## src/rochp_pkg.sv

```systemverilog
// Package for the ray versus oriented-box closest-hit picker.
// Widths, register map, controller states and control/status structs.
// No dependencies.
package rochp_pkg;

  localparam int VEC_W     = 63;
  localparam int C_W       = 21;
  localparam int FRAC      = 10;
  localparam int DFRAC     = 14;
  localparam int DLT_W     = C_W + 1;
  localparam int P_W       = C_W + DLT_W;
  localparam int ACC_W     = 48;
  localparam int DVD_W     = ACC_W + DFRAC;
  localparam int REM_W     = ACC_W + 1;
  localparam int T_W       = DVD_W + 2;
  localparam int EPS_W     = 20;
  localparam int DIST_W    = 32;
  localparam int KIND_W    = 2;
  localparam int IDX_W     = 12;
  localparam int ADDR_W    = 5;
  localparam int DATA_W    = 64;
  localparam int CNT_W     = $clog2(DVD_W);
  localparam int DIV_STEPS = DVD_W;

  localparam logic [1:0] REG_ORIGIN = 2'd0;
  localparam logic [1:0] REG_DIR    = 2'd1;
  localparam logic [1:0] REG_EPS    = 2'd2;
  localparam logic [1:0] REG_FAR    = 2'd3;

  localparam logic [EPS_W-1:0]  EPS_RESET = 20'd1;
  localparam logic [DIST_W-1:0] FAR_RESET = 32'd1638400000;

  localparam logic [1:0] LAST_AXIS = 2'd2;
  localparam logic [2:0] LAST_MUL  = 3'd5;

  typedef enum logic [3:0] {
    S_IDLE, S_MUL, S_ADD, S_TEST, S_DIV, S_DIVEND, S_CHK, S_UPD, S_OUT
  } state_t;

  typedef struct packed {
    logic [VEC_W-1:0]  origin;
    logic [VEC_W-1:0]  dir;
    logic [EPS_W-1:0]  eps;
    logic [DIST_W-1:0] far_lim;
  } cfg_t;

  typedef struct packed {
    logic       load;
    logic       clr_acc;
    logic       mul;
    logic       add;
    logic       div_start;
    logic       num_sel;
    logic       div_step;
    logic       save_t1;
    logic       slab;
    logic       upd;
    logic       emit;
    logic [1:0] ai;
    logic [2:0] mi;
  } cmd_t;

  typedef struct packed {
    logic sel;
    logic last;
    logic parallel;
    logic par_miss;
    logic slab_miss;
    logic out_busy;
  } status_t;

  function automatic logic signed [C_W-1:0] comp(input logic [VEC_W-1:0] v,
                                                 input logic [1:0] k);
    comp = v[k*C_W +: C_W];
  endfunction

endpackage

```

## src/rochp_in_if.sv

```systemverilog
// Box input channel: valid/ready plus one box description.
// Depends on rochp_pkg.
interface rochp_in_if;
  logic                       valid;
  logic                       ready;
  logic [rochp_pkg::VEC_W-1:0]  axis_x;
  logic [rochp_pkg::VEC_W-1:0]  axis_y;
  logic [rochp_pkg::VEC_W-1:0]  axis_z;
  logic [rochp_pkg::VEC_W-1:0]  box_position;
  logic [rochp_pkg::VEC_W-1:0]  box_min;
  logic [rochp_pkg::VEC_W-1:0]  box_max;
  logic [rochp_pkg::KIND_W-1:0] object_kind;
  logic [rochp_pkg::IDX_W-1:0]  object_index;
  logic                       selectable;
  logic                       last_object;

  modport source (output valid, axis_x, axis_y, axis_z, box_position, box_min,
                  box_max, object_kind, object_index, selectable, last_object,
                  input ready);
  modport sink (input valid, axis_x, axis_y, axis_z, box_position, box_min,
                box_max, object_kind, object_index, selectable, last_object,
                output ready);
endinterface

```

## src/rochp_out_if.sv

```systemverilog
// Result channel: valid/ready plus the nearest-hit report.
// Depends on rochp_pkg.
interface rochp_out_if;
  logic                       valid;
  logic                       ready;
  logic                       hit;
  logic [rochp_pkg::KIND_W-1:0] hit_kind;
  logic [rochp_pkg::IDX_W-1:0]  hit_index;
  logic [rochp_pkg::DIST_W-1:0] hit_distance;

  modport source (output valid, hit, hit_kind, hit_index, hit_distance,
                  input ready);
  modport sink (input valid, hit, hit_kind, hit_index, hit_distance,
                output ready);
endinterface

```

## src/rochp_regs.sv

```systemverilog
// APB configuration registers: ray origin, direction, epsilon, far limit.
// Depends on rochp_pkg.
module rochp_regs (
  input  logic                         clk,
  input  logic                         rst,
  input  logic                         psel,
  input  logic                         penable,
  input  logic                         pwrite,
  input  logic [rochp_pkg::ADDR_W-1:0] paddr,
  input  logic [rochp_pkg::DATA_W-1:0] pwdata,
  output logic [rochp_pkg::DATA_W-1:0] prdata,
  output logic                         pready,
  output rochp_pkg::cfg_t              cfg
);
  import rochp_pkg::*;

  logic [1:0] ridx;
  logic       wr;

  assign ridx   = paddr[ADDR_W-1:3];
  assign wr     = psel & penable & pwrite;
  assign pready = 1'b1;

  always_ff @(posedge clk) begin
    if (rst) begin
      cfg.origin  <= '0;
      cfg.dir     <= '0;
      cfg.eps     <= EPS_RESET;
      cfg.far_lim <= FAR_RESET;
    end else if (wr) begin
      case (ridx)
        REG_ORIGIN: cfg.origin  <= pwdata[VEC_W-1:0];
        REG_DIR:    cfg.dir     <= pwdata[VEC_W-1:0];
        REG_EPS:    cfg.eps     <= pwdata[EPS_W-1:0];
        REG_FAR:    cfg.far_lim <= pwdata[DIST_W-1:0];
        default:    ;
      endcase
    end
  end

  always_comb begin
    case (ridx)
      REG_ORIGIN: prdata = DATA_W'(cfg.origin);
      REG_DIR:    prdata = DATA_W'(cfg.dir);
      REG_EPS:    prdata = DATA_W'(cfg.eps);
      REG_FAR:    prdata = DATA_W'(cfg.far_lim);
      default:    prdata = '0;
    endcase
  end
endmodule

```

## src/rochp_ctrl.sv

```systemverilog
// Controller: sequences multiply, divide and slab steps for one box.
// Depends on rochp_pkg.
module rochp_ctrl (
  input  logic               clk,
  input  logic               rst,
  input  logic               in_valid,
  output logic               in_ready,
  input  rochp_pkg::status_t st,
  output rochp_pkg::cmd_t    cmd
);
  import rochp_pkg::*;

  state_t           state, state_next;
  logic [1:0]       ai;
  logic [2:0]       mi;
  logic [CNT_W-1:0] cnt;
  logic             div_sel;

  always_ff @(posedge clk) begin
    if (rst) begin
      state   <= S_IDLE;
      ai      <= '0;
      mi      <= '0;
      cnt     <= '0;
      div_sel <= 1'b0;
    end else begin
      state <= state_next;
      case (state)
        S_IDLE: begin
          ai <= '0;
          mi <= '0;
        end
        S_ADD: mi <= mi + 3'd1;
        S_TEST: begin
          cnt     <= '0;
          div_sel <= 1'b0;
          if (st.parallel && !st.par_miss && ai != LAST_AXIS) begin
            ai <= ai + 2'd1;
            mi <= '0;
          end
        end
        S_DIV: cnt <= cnt + CNT_W'(1);
        S_DIVEND: begin
          cnt     <= '0;
          div_sel <= 1'b1;
        end
        S_CHK: begin
          if (!st.slab_miss && ai != LAST_AXIS) begin
            ai <= ai + 2'd1;
            mi <= '0;
          end
        end
        default: ;
      endcase
    end
  end

  always_comb begin
    state_next = state;
    case (state)
      S_IDLE:   if (in_valid) state_next = S_MUL;
      S_MUL:    state_next = st.sel ? S_ADD : S_OUT;
      S_ADD:    state_next = (mi == LAST_MUL) ? S_TEST : S_MUL;
      S_TEST: begin
        if (!st.parallel)     state_next = S_DIV;
        else if (st.par_miss) state_next = S_OUT;
        else                  state_next = (ai == LAST_AXIS) ? S_UPD : S_MUL;
      end
      S_DIV:    if (cnt == CNT_W'(DIV_STEPS - 1)) state_next = S_DIVEND;
      S_DIVEND: state_next = div_sel ? S_CHK : S_DIV;
      S_CHK: begin
        if (st.slab_miss) state_next = S_OUT;
        else              state_next = (ai == LAST_AXIS) ? S_UPD : S_MUL;
      end
      S_UPD:    state_next = S_OUT;
      S_OUT:    if (!st.last || !st.out_busy) state_next = S_IDLE;
      default:  state_next = S_IDLE;
    endcase
  end

  always_comb begin
    cmd      = '0;
    cmd.ai   = ai;
    cmd.mi   = mi;
    in_ready = 1'b0;
    case (state)
      S_IDLE: begin
        in_ready = 1'b1;
        cmd.load = in_valid;
      end
      S_MUL: cmd.mul = 1'b1;
      S_ADD: cmd.add = 1'b1;
      S_TEST: begin
        if (!st.parallel) begin
          cmd.div_start = 1'b1;
        end else if (!st.par_miss && ai != LAST_AXIS) begin
          cmd.clr_acc = 1'b1;
        end
      end
      S_DIV: cmd.div_step = 1'b1;
      S_DIVEND: begin
        if (!div_sel) begin
          cmd.save_t1   = 1'b1;
          cmd.div_start = 1'b1;
          cmd.num_sel   = 1'b1;
        end else begin
          cmd.slab = 1'b1;
        end
      end
      S_CHK: if (!st.slab_miss && ai != LAST_AXIS) cmd.clr_acc = 1'b1;
      S_UPD: cmd.upd = 1'b1;
      S_OUT: cmd.emit = st.last && !st.out_busy;
      default: ;
    endcase
  end
endmodule

```

## src/rochp_dp.sv

```systemverilog
// Datapath: box registers, shared multiplier, bit-serial divider,
// slab bounds, nearest-hit state and result register. Depends on rochp_pkg.
module rochp_dp (
  input  logic                         clk,
  input  logic                         rst,
  input  rochp_pkg::cfg_t              cfg,
  input  rochp_pkg::cmd_t              cmd,
  output rochp_pkg::status_t           st,
  input  logic [rochp_pkg::VEC_W-1:0]  axis_x,
  input  logic [rochp_pkg::VEC_W-1:0]  axis_y,
  input  logic [rochp_pkg::VEC_W-1:0]  axis_z,
  input  logic [rochp_pkg::VEC_W-1:0]  box_position,
  input  logic [rochp_pkg::VEC_W-1:0]  box_min,
  input  logic [rochp_pkg::VEC_W-1:0]  box_max,
  input  logic [rochp_pkg::KIND_W-1:0] object_kind,
  input  logic [rochp_pkg::IDX_W-1:0]  object_index,
  input  logic                         selectable,
  input  logic                         last_object,
  output logic                         out_valid,
  input  logic                         out_ready,
  output logic                         hit,
  output logic [rochp_pkg::KIND_W-1:0] hit_kind,
  output logic [rochp_pkg::IDX_W-1:0]  hit_index,
  output logic [rochp_pkg::DIST_W-1:0] hit_distance
);
  import rochp_pkg::*;

  logic [VEC_W-1:0]        ax [3];
  logic [VEC_W-1:0]        bmin, bmax;
  logic signed [DLT_W-1:0] delta [3];
  logic [KIND_W-1:0]       kind;
  logic [IDX_W-1:0]        idx;
  logic                    sel, last;

  logic signed [P_W-1:0]   prod;
  logic signed [ACC_W-1:0] acc_e, acc_f;
  logic [DVD_W-1:0]        dvd, quo;
  logic [REM_W-1:0]        rem;
  logic [ACC_W-1:0]        dvs;
  logic                    neg;
  logic signed [T_W-1:0]   t1, tmin, tmax;

  logic                    any_hit;
  logic [DIST_W-1:0]       near_d;
  logic [KIND_W-1:0]       near_k;
  logic [IDX_W-1:0]        near_i;

  logic [1:0]              k;
  logic signed [C_W-1:0]   mul_a;
  logic signed [DLT_W-1:0] mul_b;
  logic signed [ACC_W-1:0] lo, hi, num;
  logic [ACC_W-1:0]        num_mag, f_mag;
  logic [REM_W-1:0]        rtry;
  logic signed [T_W-1:0]   tq, lo_t, hi_t;
  logic [DIST_W-1:0]       cand_d;

  assign k     = (cmd.mi < 3'd3) ? cmd.mi[1:0] : 2'(cmd.mi - 3'd3);
  assign mul_a = comp(ax[cmd.ai], k);
  assign mul_b = (cmd.mi < 3'd3) ? delta[k] : DLT_W'(comp(cfg.dir, k));

  assign lo      = ACC_W'(signed'({comp(bmin, cmd.ai), FRAC'(0)}));
  assign hi      = ACC_W'(signed'({comp(bmax, cmd.ai), FRAC'(0)}));
  assign num     = cmd.num_sel ? acc_e + hi : acc_e + lo;
  assign num_mag = num[ACC_W-1] ? ACC_W'(-num) : ACC_W'(num);
  assign f_mag   = acc_f[ACC_W-1] ? ACC_W'(-acc_f) : ACC_W'(acc_f);
  assign rtry    = {rem[REM_W-2:0], dvd[DVD_W-1]};
  assign tq      = neg ? -signed'(T_W'(quo)) : signed'(T_W'(quo));
  assign lo_t    = (t1 < tq) ? t1 : tq;
  assign hi_t    = (t1 < tq) ? tq : t1;
  assign cand_d  = tmin[DIST_W-1:0];

  assign st.sel       = sel;
  assign st.last      = last;
  assign st.parallel  = !(f_mag > ACC_W'({cfg.eps, FRAC'(0)}));
  assign st.par_miss  = (lo > acc_e) || (hi < acc_e);
  assign st.slab_miss = tmin > tmax;
  assign st.out_busy  = out_valid && !out_ready;

  always_ff @(posedge clk) begin
    if (cmd.load) begin
      ax[0] <= axis_x;
      ax[1] <= axis_y;
      ax[2] <= axis_z;
      bmin  <= box_min;
      bmax  <= box_max;
      kind  <= object_kind;
      idx   <= object_index;
      sel   <= selectable;
      last  <= last_object;
      for (int i = 0; i < 3; i++) begin
        delta[i] <= DLT_W'(comp(box_position, 2'(i))) - DLT_W'(comp(cfg.origin, 2'(i)));
      end
      tmin <= '0;
      tmax <= T_W'(cfg.far_lim);
    end else if (cmd.slab) begin
      if (lo_t > tmin) tmin <= lo_t;
      if (hi_t < tmax) tmax <= hi_t;
    end
    if (cmd.mul) prod <= mul_a * mul_b;
    if (cmd.load || cmd.clr_acc) begin
      acc_e <= '0;
      acc_f <= '0;
    end else if (cmd.add) begin
      if (cmd.mi < 3'd3) acc_e <= acc_e + ACC_W'(prod);
      else               acc_f <= acc_f + ACC_W'(prod);
    end
    if (cmd.save_t1) t1 <= tq;
    if (cmd.div_start) begin
      dvd <= {num_mag, DFRAC'(0)};
      dvs <= f_mag;
      rem <= '0;
      quo <= '0;
      neg <= num[ACC_W-1] ^ acc_f[ACC_W-1];
    end else if (cmd.div_step) begin
      dvd <= {dvd[DVD_W-2:0], 1'b0};
      if (rtry >= REM_W'(dvs)) begin
        rem <= rtry - REM_W'(dvs);
        quo <= {quo[DVD_W-2:0], 1'b1};
      end else begin
        rem <= rtry;
        quo <= {quo[DVD_W-2:0], 1'b0};
      end
    end
  end

  always_ff @(posedge clk) begin
    if (rst) begin
      any_hit   <= 1'b0;
      near_d    <= '1;
      near_k    <= '0;
      near_i    <= '0;
      out_valid <= 1'b0;
    end else begin
      if (out_valid && out_ready) out_valid <= 1'b0;
      if (cmd.upd && (!any_hit || cand_d < near_d)) begin
        any_hit <= 1'b1;
        near_d  <= cand_d;
        near_k  <= kind;
        near_i  <= idx;
      end
      if (cmd.emit) begin
        out_valid    <= 1'b1;
        hit          <= any_hit;
        hit_kind     <= near_k;
        hit_index    <= near_i;
        hit_distance <= near_d;
        any_hit      <= 1'b0;
        near_d       <= '1;
        near_k       <= '0;
        near_i       <= '0;
      end
    end
  end
endmodule

```

## src/ray_obb_closest_hit_picker_top.sv

```systemverilog
// Ray versus oriented-box closest-hit picker, top level.
// Boxes arrive on in_ch, one per transfer; the ray, parallel epsilon and
// far limit are set over the APB port (64-bit data, register i at 8*i);
// the user must set them only while the block is idle; the block does not enforce it.
// Each selectable box is slab-tested on its three axes and the nearest hit
// is kept; an equal distance keeps the earlier box. A box flagged
// last_object produces one transfer on out_ch (hit, kind, index, Q18.14
// distance, all ones when nothing was hit) and clears the running state.
// One box at a time: a new box is taken only in the idle state. A box
// skips the divider on an axis that is parallel, and an unselectable box skips the tests.
// The bit-serial divider does most of the work: 62 steps per quotient, two quotients
// per axis that is not parallel, plus multiply and add steps on the shared multiplier per axis.
// The result register lets the next box be taken while a result waits;
// a last box that finishes while out_ch is still stalled waits for it.
// Reset (synchronous, rst high) restores register defaults, clears the
// nearest-hit state and drops out_ch.valid.
// Depends on rochp_pkg, rochp_in_if, rochp_out_if, rochp_regs, rochp_ctrl,
// rochp_dp.
module ray_obb_closest_hit_picker_top (
  input  logic                         clk,
  input  logic                         rst,
  rochp_in_if.sink                     in_ch,
  rochp_out_if.source                  out_ch,
  input  logic                         psel,
  input  logic                         penable,
  input  logic                         pwrite,
  input  logic [rochp_pkg::ADDR_W-1:0] paddr,
  input  logic [rochp_pkg::DATA_W-1:0] pwdata,
  output logic [rochp_pkg::DATA_W-1:0] prdata,
  output logic                         pready
);
  import rochp_pkg::*;

  cfg_t    cfg;
  cmd_t    cmd;
  status_t st;

  rochp_regs u_regs (
    .clk, .rst, .psel, .penable, .pwrite, .paddr, .pwdata, .prdata, .pready,
    .cfg
  );

  rochp_ctrl u_ctrl (
    .clk, .rst,
    .in_valid (in_ch.valid),
    .in_ready (in_ch.ready),
    .st, .cmd
  );

  rochp_dp u_dp (
    .clk, .rst, .cfg, .cmd, .st,
    .axis_x       (in_ch.axis_x),
    .axis_y       (in_ch.axis_y),
    .axis_z       (in_ch.axis_z),
    .box_position (in_ch.box_position),
    .box_min      (in_ch.box_min),
    .box_max      (in_ch.box_max),
    .object_kind  (in_ch.object_kind),
    .object_index (in_ch.object_index),
    .selectable   (in_ch.selectable),
    .last_object  (in_ch.last_object),
    .out_valid    (out_ch.valid),
    .out_ready    (out_ch.ready),
    .hit          (out_ch.hit),
    .hit_kind     (out_ch.hit_kind),
    .hit_index    (out_ch.hit_index),
    .hit_distance (out_ch.hit_distance)
  );
endmodule

```

## src/flat_wrapper.sv

```systemverilog
// flat-port wrapper written by rule: the top's interface ports become plain ports
module ray_obb_closest_hit_picker_top_flat import rochp_pkg::*;
  (clk, rst, psel, penable, pwrite, paddr, pwdata, prdata, pready, in_ch_valid, in_ch_axis_x, in_ch_axis_y, in_ch_axis_z, in_ch_box_position, in_ch_box_min, in_ch_box_max, in_ch_object_kind, in_ch_object_index, in_ch_selectable, in_ch_last_object, in_ch_ready, out_ch_valid, out_ch_hit, out_ch_hit_kind, out_ch_hit_index, out_ch_hit_distance, out_ch_ready);
  rochp_in_if in_ch_i ();
  rochp_out_if out_ch_i ();
  input  logic clk;
  input  logic rst;
  input  logic psel;
  input  logic penable;
  input  logic pwrite;
  input  logic [rochp_pkg::ADDR_W-1:0] paddr;
  input  logic [rochp_pkg::DATA_W-1:0] pwdata;
  output logic [rochp_pkg::DATA_W-1:0] prdata;
  output logic pready;
  input wire logic [$bits(in_ch_i.valid)-1:0] in_ch_valid;
  input wire logic [$bits(in_ch_i.axis_x)-1:0] in_ch_axis_x;
  input wire logic [$bits(in_ch_i.axis_y)-1:0] in_ch_axis_y;
  input wire logic [$bits(in_ch_i.axis_z)-1:0] in_ch_axis_z;
  input wire logic [$bits(in_ch_i.box_position)-1:0] in_ch_box_position;
  input wire logic [$bits(in_ch_i.box_min)-1:0] in_ch_box_min;
  input wire logic [$bits(in_ch_i.box_max)-1:0] in_ch_box_max;
  input wire logic [$bits(in_ch_i.object_kind)-1:0] in_ch_object_kind;
  input wire logic [$bits(in_ch_i.object_index)-1:0] in_ch_object_index;
  input wire logic [$bits(in_ch_i.selectable)-1:0] in_ch_selectable;
  input wire logic [$bits(in_ch_i.last_object)-1:0] in_ch_last_object;
  output wire logic [$bits(in_ch_i.ready)-1:0] in_ch_ready;
  output wire logic [$bits(out_ch_i.valid)-1:0] out_ch_valid;
  output wire logic [$bits(out_ch_i.hit)-1:0] out_ch_hit;
  output wire logic [$bits(out_ch_i.hit_kind)-1:0] out_ch_hit_kind;
  output wire logic [$bits(out_ch_i.hit_index)-1:0] out_ch_hit_index;
  output wire logic [$bits(out_ch_i.hit_distance)-1:0] out_ch_hit_distance;
  input wire logic [$bits(out_ch_i.ready)-1:0] out_ch_ready;
  assign in_ch_i.valid = in_ch_valid;
  assign in_ch_i.axis_x = in_ch_axis_x;
  assign in_ch_i.axis_y = in_ch_axis_y;
  assign in_ch_i.axis_z = in_ch_axis_z;
  assign in_ch_i.box_position = in_ch_box_position;
  assign in_ch_i.box_min = in_ch_box_min;
  assign in_ch_i.box_max = in_ch_box_max;
  assign in_ch_i.object_kind = in_ch_object_kind;
  assign in_ch_i.object_index = in_ch_object_index;
  assign in_ch_i.selectable = in_ch_selectable;
  assign in_ch_i.last_object = in_ch_last_object;
  assign in_ch_ready = in_ch_i.ready;
  assign out_ch_valid = out_ch_i.valid;
  assign out_ch_hit = out_ch_i.hit;
  assign out_ch_hit_kind = out_ch_i.hit_kind;
  assign out_ch_hit_index = out_ch_i.hit_index;
  assign out_ch_hit_distance = out_ch_i.hit_distance;
  assign out_ch_i.ready = out_ch_ready;
  ray_obb_closest_hit_picker_top u_core (.clk(clk), .rst(rst), .in_ch(in_ch_i), .out_ch(out_ch_i), .psel(psel), .penable(penable), .pwrite(pwrite), .paddr(paddr), .pwdata(pwdata), .prdata(prdata), .pready(pready));
endmodule
```

## config.mk

```make
export PLATFORM = sky130hd
export DESIGN_NAME = ray_obb_closest_hit_picker_top_flat
export DESIGN_NICKNAME = d
export VERILOG_FILES = /design/src/rochp_pkg.sv /design/src/rochp_in_if.sv /design/src/rochp_out_if.sv /design/src/rochp_regs.sv /design/src/rochp_ctrl.sv /design/src/rochp_dp.sv /design/src/ray_obb_closest_hit_picker_top.sv /design/src/flat_wrapper.sv
export SDC_FILE = /design/constraint.sdc
export NUM_CORES = 2
export LEC_CHECK = 0
export ABC_AREA = 1
export BUFFER_PORTS_ARGS = -buffer_cell sky130_fd_sc_hd__buf_2
export CAP_MARGIN = 20
export CORE_MARGIN = 4
export CORE_UTILIZATION = 56
export DETAILED_ROUTE_END_ITERATION = 7
export HOLD_SLACK_MARGIN = 0.02
export MAX_ROUTING_LAYER = met4
export PLACE_DENSITY = 0.8
export SLEW_MARGIN = 20
export SYNTH_ARGS = -nofsm -noshare
export SYNTH_HDL_FRONTEND = slang
export SYNTH_SLANG_ARGS = --single-unit
```

## constraint.sdc

```tcl
create_clock -name clk -period 27.1 [get_ports clk]
set_input_delay 4.065 -clock clk [delete_from_list [all_inputs] [get_ports clk]]
set_output_delay 4.065 -clock clk [all_outputs]
set_load 0.02 [all_outputs]
```

After elaboration in Yosys (flattened, before gate mapping) --
Memory sizes are Yosys's and may differ from the RTL's. A register that Yosys moved wholly into a read port is not among the register bits. Index checks and enable logic that the tools add are counted.
Storage, ports and cells: memories kept 2, RAM bits 255, input port bits 470, flip-flop bits (word level) 969
Memories:
- u_core.u_dp.ax | words 3, bits a word 63, read ports 1, clocked after memory_dff 1, wr ports 3, line rochp_dp.sv:28 | logic [VEC_W-1:0] ax [3];
- u_core.u_dp.delta | words 3, bits a word 22, read ports 1, clocked after memory_dff 0, wr ports 3, line rochp_dp.sv:30 | logic signed [DLT_W-1:0] delta [3];
Cells by class: bitwise gates (word level) 5, multiplexer cells 59, order comparisons 10, shift-type cells 4, multiply operators 3, reductions and logical operators 44, add/sub/neg operators 15, equal/unequal tests 20
Operators with widths (number):
- $pmux W64 S4 | 1
- $shiftx A63 B8 Y21 | 4
- $mux W48 | 4
- $mux W64 | 3
- $gt A64 B64 Y1 | 2
- $lt A64 B64 Y1 | 2
- $mux W62 | 2
- $add A48 B31 Y48 | 2
- $add A48 B43 Y48 | 2
- $mux W32 | 3
- $neg A48 Y48 | 2
- $sub A21 B21 Y22 | 3
- $neg A62 Y64 | 1
- $ge A49 B48 Y1 | 1
- $gt A31 B48 Y1 | 1
- $gt A48 B30 Y1 | 1
- $lt A31 B48 Y1 | 1
- $sub A48 B48 Y48 | 1
- $mul A21 B22 Y43 | 1
- $pmux W4 S9 | 1
- $lt A32 B32 Y1 | 1
- $mux W4 | 7
- $mux W22 | 1
- $reduce_and A2 Y1 | 10
- other kinds (35) | 103

Depth between registers and ports, before layout --
word-level depth 11, gate-level depth with buffers 55, depth with buffers taken out 51

Cells and area by module --
From an unflattened synthesis, not the netlist that was laid out.
Unflattened totals: cells, all modules 11369, area, all modules 91694.2 um2
Modules (own cells, without submodules):
- rochp_dp | area each 82588.0 um2, cells each 9970, times used 1
- rochp_regs | area each 8077.7 um2, cells each 1239, times used 1
- rochp_ctrl | area each 1028.5 um2, cells each 160, times used 1

Worst setup path after synthesis --
Ideal clock, no wire load.
kind input to register, start input in_ch_valid, end memory u_core.u_dp.ax[0][0] (enable), path buffers 1, path slack 10.931 ns, required time 26.185 ns, stages 3, arrival time 15.254 ns, cell sequence nand2_1 > inv_2 > buf_1
RTL lines:
- start, declared | line flat_wrapper.sv:15 | input wire logic [$bits(in_ch_i.valid)-1:0] in_ch_valid;
- end, declared | line rochp_dp.sv:28

Final worst setup path --
start register u_core.u_ctrl.mi[2], end register u_core.u_dp.prod[40], data pin
Between the ends: cells in the longest elaborated chain, start to end 6, elaborated cells on any way between the ends 8, those cells by class mul: 2; order compare: 1; shift: 2; mux: 2; memory: 1
Ends and longest elaborated chain:
- start, declared | line rochp_ctrl.sv:15 | logic [2:0] mi;
- start signal, assigned | line rochp_ctrl.sv:33 | S_ADD: mi <= mi + 3'd1;
- $lt A3 B2 Y1 (*) | line rochp_dp.sv:57, rochp_dp.sv:59
- $mux W2 | line rochp_dp.sv:57 | assign k = (cmd.mi < 3'd3) ? cmd.mi[1:0] : 2'(cmd.mi - 3'd3);
- $mul A2 B5 Y7 | line rochp_pkg.sv:74 | comp = v[k*C_W +: C_W];
- $shiftx A63 B8 Y21 | line rochp_pkg.sv:74
- $mux W22 | line rochp_dp.sv:59 | assign mul_b = (cmd.mi < 3'd3) ? delta[k] : DLT_W'(comp(cfg.dir, k));
- $mul A21 B22 Y43 (*) | line rochp_dp.sv:99 | if (cmd.mul) prod <= mul_a * mul_b;
- end signal, assigned | line rochp_dp.sv:99
- end, declared | line rochp_dp.sv:35 | logic signed [P_W-1:0] prod;
Every way passes the cells marked *; elsewhere a longest branch is shown, timed or not. A chain may end at the register's enable or synchronous reset.

==> results by group <==
Clock network
  • Maximum buffer depth of the clock tree: 3
  • CTS Buf Count: 136
  • Clock transition at the registers of the reported paths: 70 ps
  • Later-pin clock latency in the skew report: 830 ps
  • Post-cts resize count: 0
  • Cell at the root of the clock tree: clkbuf_16
  • CTS tree: built
  • Number of post-CTS setup repair buffers: 0
  • Clk sink count: 1226
  • CTS HTree Levels: 4
  • Hold Buf Count CTS: 0

Floorplanning
  • Vertical extent of the die: 407 um
  • Row count: 145
  • Full die area: 165000 um2
  • Placeable core region: 157000 um2
  • Number of top-level pins: 584
  • Die width: 407 um
  • Starting utilization of the core area: 56.6%

Route
  • Total vias in the final route: 76817
  • Routed wirelength normalized by instance count: 19.5 um
  • Ratio of routed vias to standard cells: 5.72
  • Wirelength, routed: 262000 um
  • Iteration-0 DRC count of the detailed router: 7007
  • First-pass DRT Iterations: 6
  • Number of design rule violations left after detail routing: 0
  • Number of routed nets with antenna violations: 0

Layout
  • Commonest non-fill, non-tap cells in the layout: 2128 x nand2_1, 1818 x inv_1, 935 x a21oi_1
  • Most frequent standard cell in the layout excluding fill and tap cells: nand2_1
  • Total number of nets in the final design: 12936
  • Share of post-route cells with drive strength above 1: 9.36%
  • Layout overhead on the synthesized area: 10.8%
  • Non-filler cells, final: 13435

Setup path
  • Maximum net fanout on the critical path: 57
  • Delay of the slowest cell on the worst path: 690 ps
  • Worst Setup SP: u_core.u_ctrl.mi[2]$_SDFFE_PP0P_
  • Crit path max-delay cell type: inv_1
  • Category of cells accounting for the largest share of critical-path delay: compound AO/OA/AOI/OAI gates
  • Launching element type of the critical path: register
  • R2r startpoint: u_core.u_ctrl.mi[2]$_SDFFE_PP0P_
  • Internal reg-to-reg setup slack: 15700 ps
  • CP most frequent cell: inv_1
  • Type of destination of the critical path: register
  • Count of cells along the worst register-to-register path: 38
  • Arrival time worst endpoint: 11930 ps
  • Reg-to-reg critical path endpoint: u_core.u_dp.prod[40]$_DFFE_PN_
  • Critical path depth: 38
  • Critical path capture point: u_core.u_dp.prod[40]$_DFFE_PN_
  • Crit path kind: reg -> reg
  • Data required time at the worst endpoint: 27630 ps
  • Number of buffers and inverters on the critical path: 8

Synth
  • Post-synth top area cell: edfxtp_1
  • Share of flip-flops with an asynchronous set or reset: 0%
  • Syn Inst Count: 10843
  • Net count of the mapped netlist: 12543
  • Number of flops mapped to enable cells by yosys: 680
  • Dominant cells by area after synthesis: edfxtp_1 23%, dfxtp_1 12%, fa_1 11%, ha_1 10%, nand2_1 9.0%
  • Mapped Area: 88900 um2
  • Syn avg cell area: 8.20 um2
  • Post-synthesis sequential area ratio: 35.2%
  • Unique cell type count in the Yosys netlist: 66
  • Yosys warning count: 0
  • Area share of the largest cell type after synthesis: 23.0%
  • Post-synth top flop: edfxtp_1
  • Flip-flop and latch count after synthesis: 1226

Timing
  • Total Negative Setup Slacks: 0 ps
  • Share of the cycle needed by the critical path after routing: 42.1%
  • Maximum clock frequency: 0.0877 GHz
  • Setup repair after global routing missed its margin: false
  • Final hold vios: 0
  • Max-slew violation count: 0
  • Worst-case headroom to the max-slew limit: 12.9%
  • Slew @ Worst Pin: 1290 ps
  • Final min period: 11400 ps
  • Clk_skew: 84.3 ps
  • Final setup violation count: 0

Global route
  • Via count of the first global-routing pass: 75866
  • Global routing usage summed across all routing layers: 32.3%
  • Antenna violations before repair: 34
  • Largest net degree at the start of global routing: 201
  • Global-route congestion overflow total: 0
  • First-pass GRT wire length: 409000 um

Run
  • Max-cap check violation count: 0

Status
  • Outcome: complete, no violations

Place
  • IO Port Bufs: 577
  • Routability cong.: 0.982
  • Half-perimeter wire length after placement: 200000 um
  • Number of placed instances with taps included: 13154

Min path
  • Type of the most critical hold path: reg -> reg
==> layer usage <==
metal / vias up / part of all wire (%) / track usage (%)
met1: 36233 / 39 / 39.9
met4: 0 / 5.5 / 15.9
li1: 36404 / - / -
met2: 3417 / 47 / 51.5
met5: - / 0 / -
met3: 763 / 8.7 / 5.47
==> how the worst min path moves through the flow <==
stage,end,cells after the start,start,slack (ps)
2_1_floorplan,u_core.u_dp.hit_index[11]$_DFFE_PP_,0,u_core.u_dp.near_i[11]$_SDFFE_PP0P_,410
3_3_place_gp,u_core.u_dp.hit_index[10]$_DFFE_PP_,0,u_core.u_dp.near_i[10]$_SDFFE_PP0P_,410
3_5_place_dp,u_core.u_dp.hit_index[1]$_DFFE_PP_,0,u_core.u_dp.near_i[1]$_SDFFE_PP0P_,420
4_1_cts,u_core.u_dp.hit_index[1]$_DFFE_PP_,0,u_core.u_dp.near_i[1]$_SDFFE_PP0P_,430
5_1_grt,u_core.u_dp.hit_index[10]$_DFFE_PP_,0,u_core.u_dp.near_i[10]$_SDFFE_PP0P_,450
6_report,u_core.u_dp.hit_index[1]$_DFFE_PP_,0,u_core.u_dp.near_i[1]$_SDFFE_PP0P_,430
==> registers in the layout, indices dropped and copies added (netlist names), 62 cells and up, named ones only <==
register and flops:
u_core.u_dp.delta 66, u_core.u_regs.cfg 178, u_core.u_dp.tmax 64, u_core.u_dp.bmin 63
u_core.u_dp.t1 64, u_core.u_dp.quo 62, u_core.u_dp.bmax 63, u_core.u_dp.ax 189
u_core.u_dp.tmin 64
==> per-stage QoR <==
stage	area, um2	utilization (%)	hold slack [ps]	worst slack, ps
2_1_floorplan	88900	-	409	10930
3_3_place_gp	93600	59.6	411	16150
3_5_place_dp	93600	59.6	416	15900
4_1_cts	98400	62.6	431	15860
5_1_grt	98500	62.7	446	15280
6_report	98500	62.7	434	15700
==> cell usage after synthesis (95+ instances only) <==
cell / number
nand2_1: 2132
inv_1: 1823
a21oi_1: 937
o21ai_0: 927
ha_1: 745
nor2_1: 693
edfxtp_1: 680
dfxtp_1: 546
fa_1: 485
clkbuf_1: 363
xor2_1: 235
nand3_1: 226
or2_2: 115
nand4_1: 99
a31oi_1: 97
xnor2_1: 95
==> area by class of cell <==
type / count / area, um2
Multi-Input combinational cell: 7370 / 49200
Clock inverter: 85 / 1220
Clock buffer: 162 / 3580
Tap cell: 2058 / 2570
Antenna cell: 32 / 80.1
Timing Repair Buffer: 664 / 3600
Fill cell: 13160 / 58600
Sequential cell: 1226 / 31400
Inverter: 1838 / 6910
==> cell families (layout without fill, tap and decap cells) <==
logic type	after synthesis	in the layout	synth area share (%)
and+or+nand+nor	3433	3433	15.9
AOI/OAI and AO/OA	2374	2374	14.6
buffers and inverters	2247	2749	9.60
adders and majority gates	1230	1230	21.4
DFF	1226	1226	35.2
xor gates and xnor gates	330	330	3.25
other	2	34	0.00844
muxes	1	1	0.0113
Power is left out: the tool's default activity adds up to more than one toggle a clock period on the data nets, which glitch-free logic cannot reach.
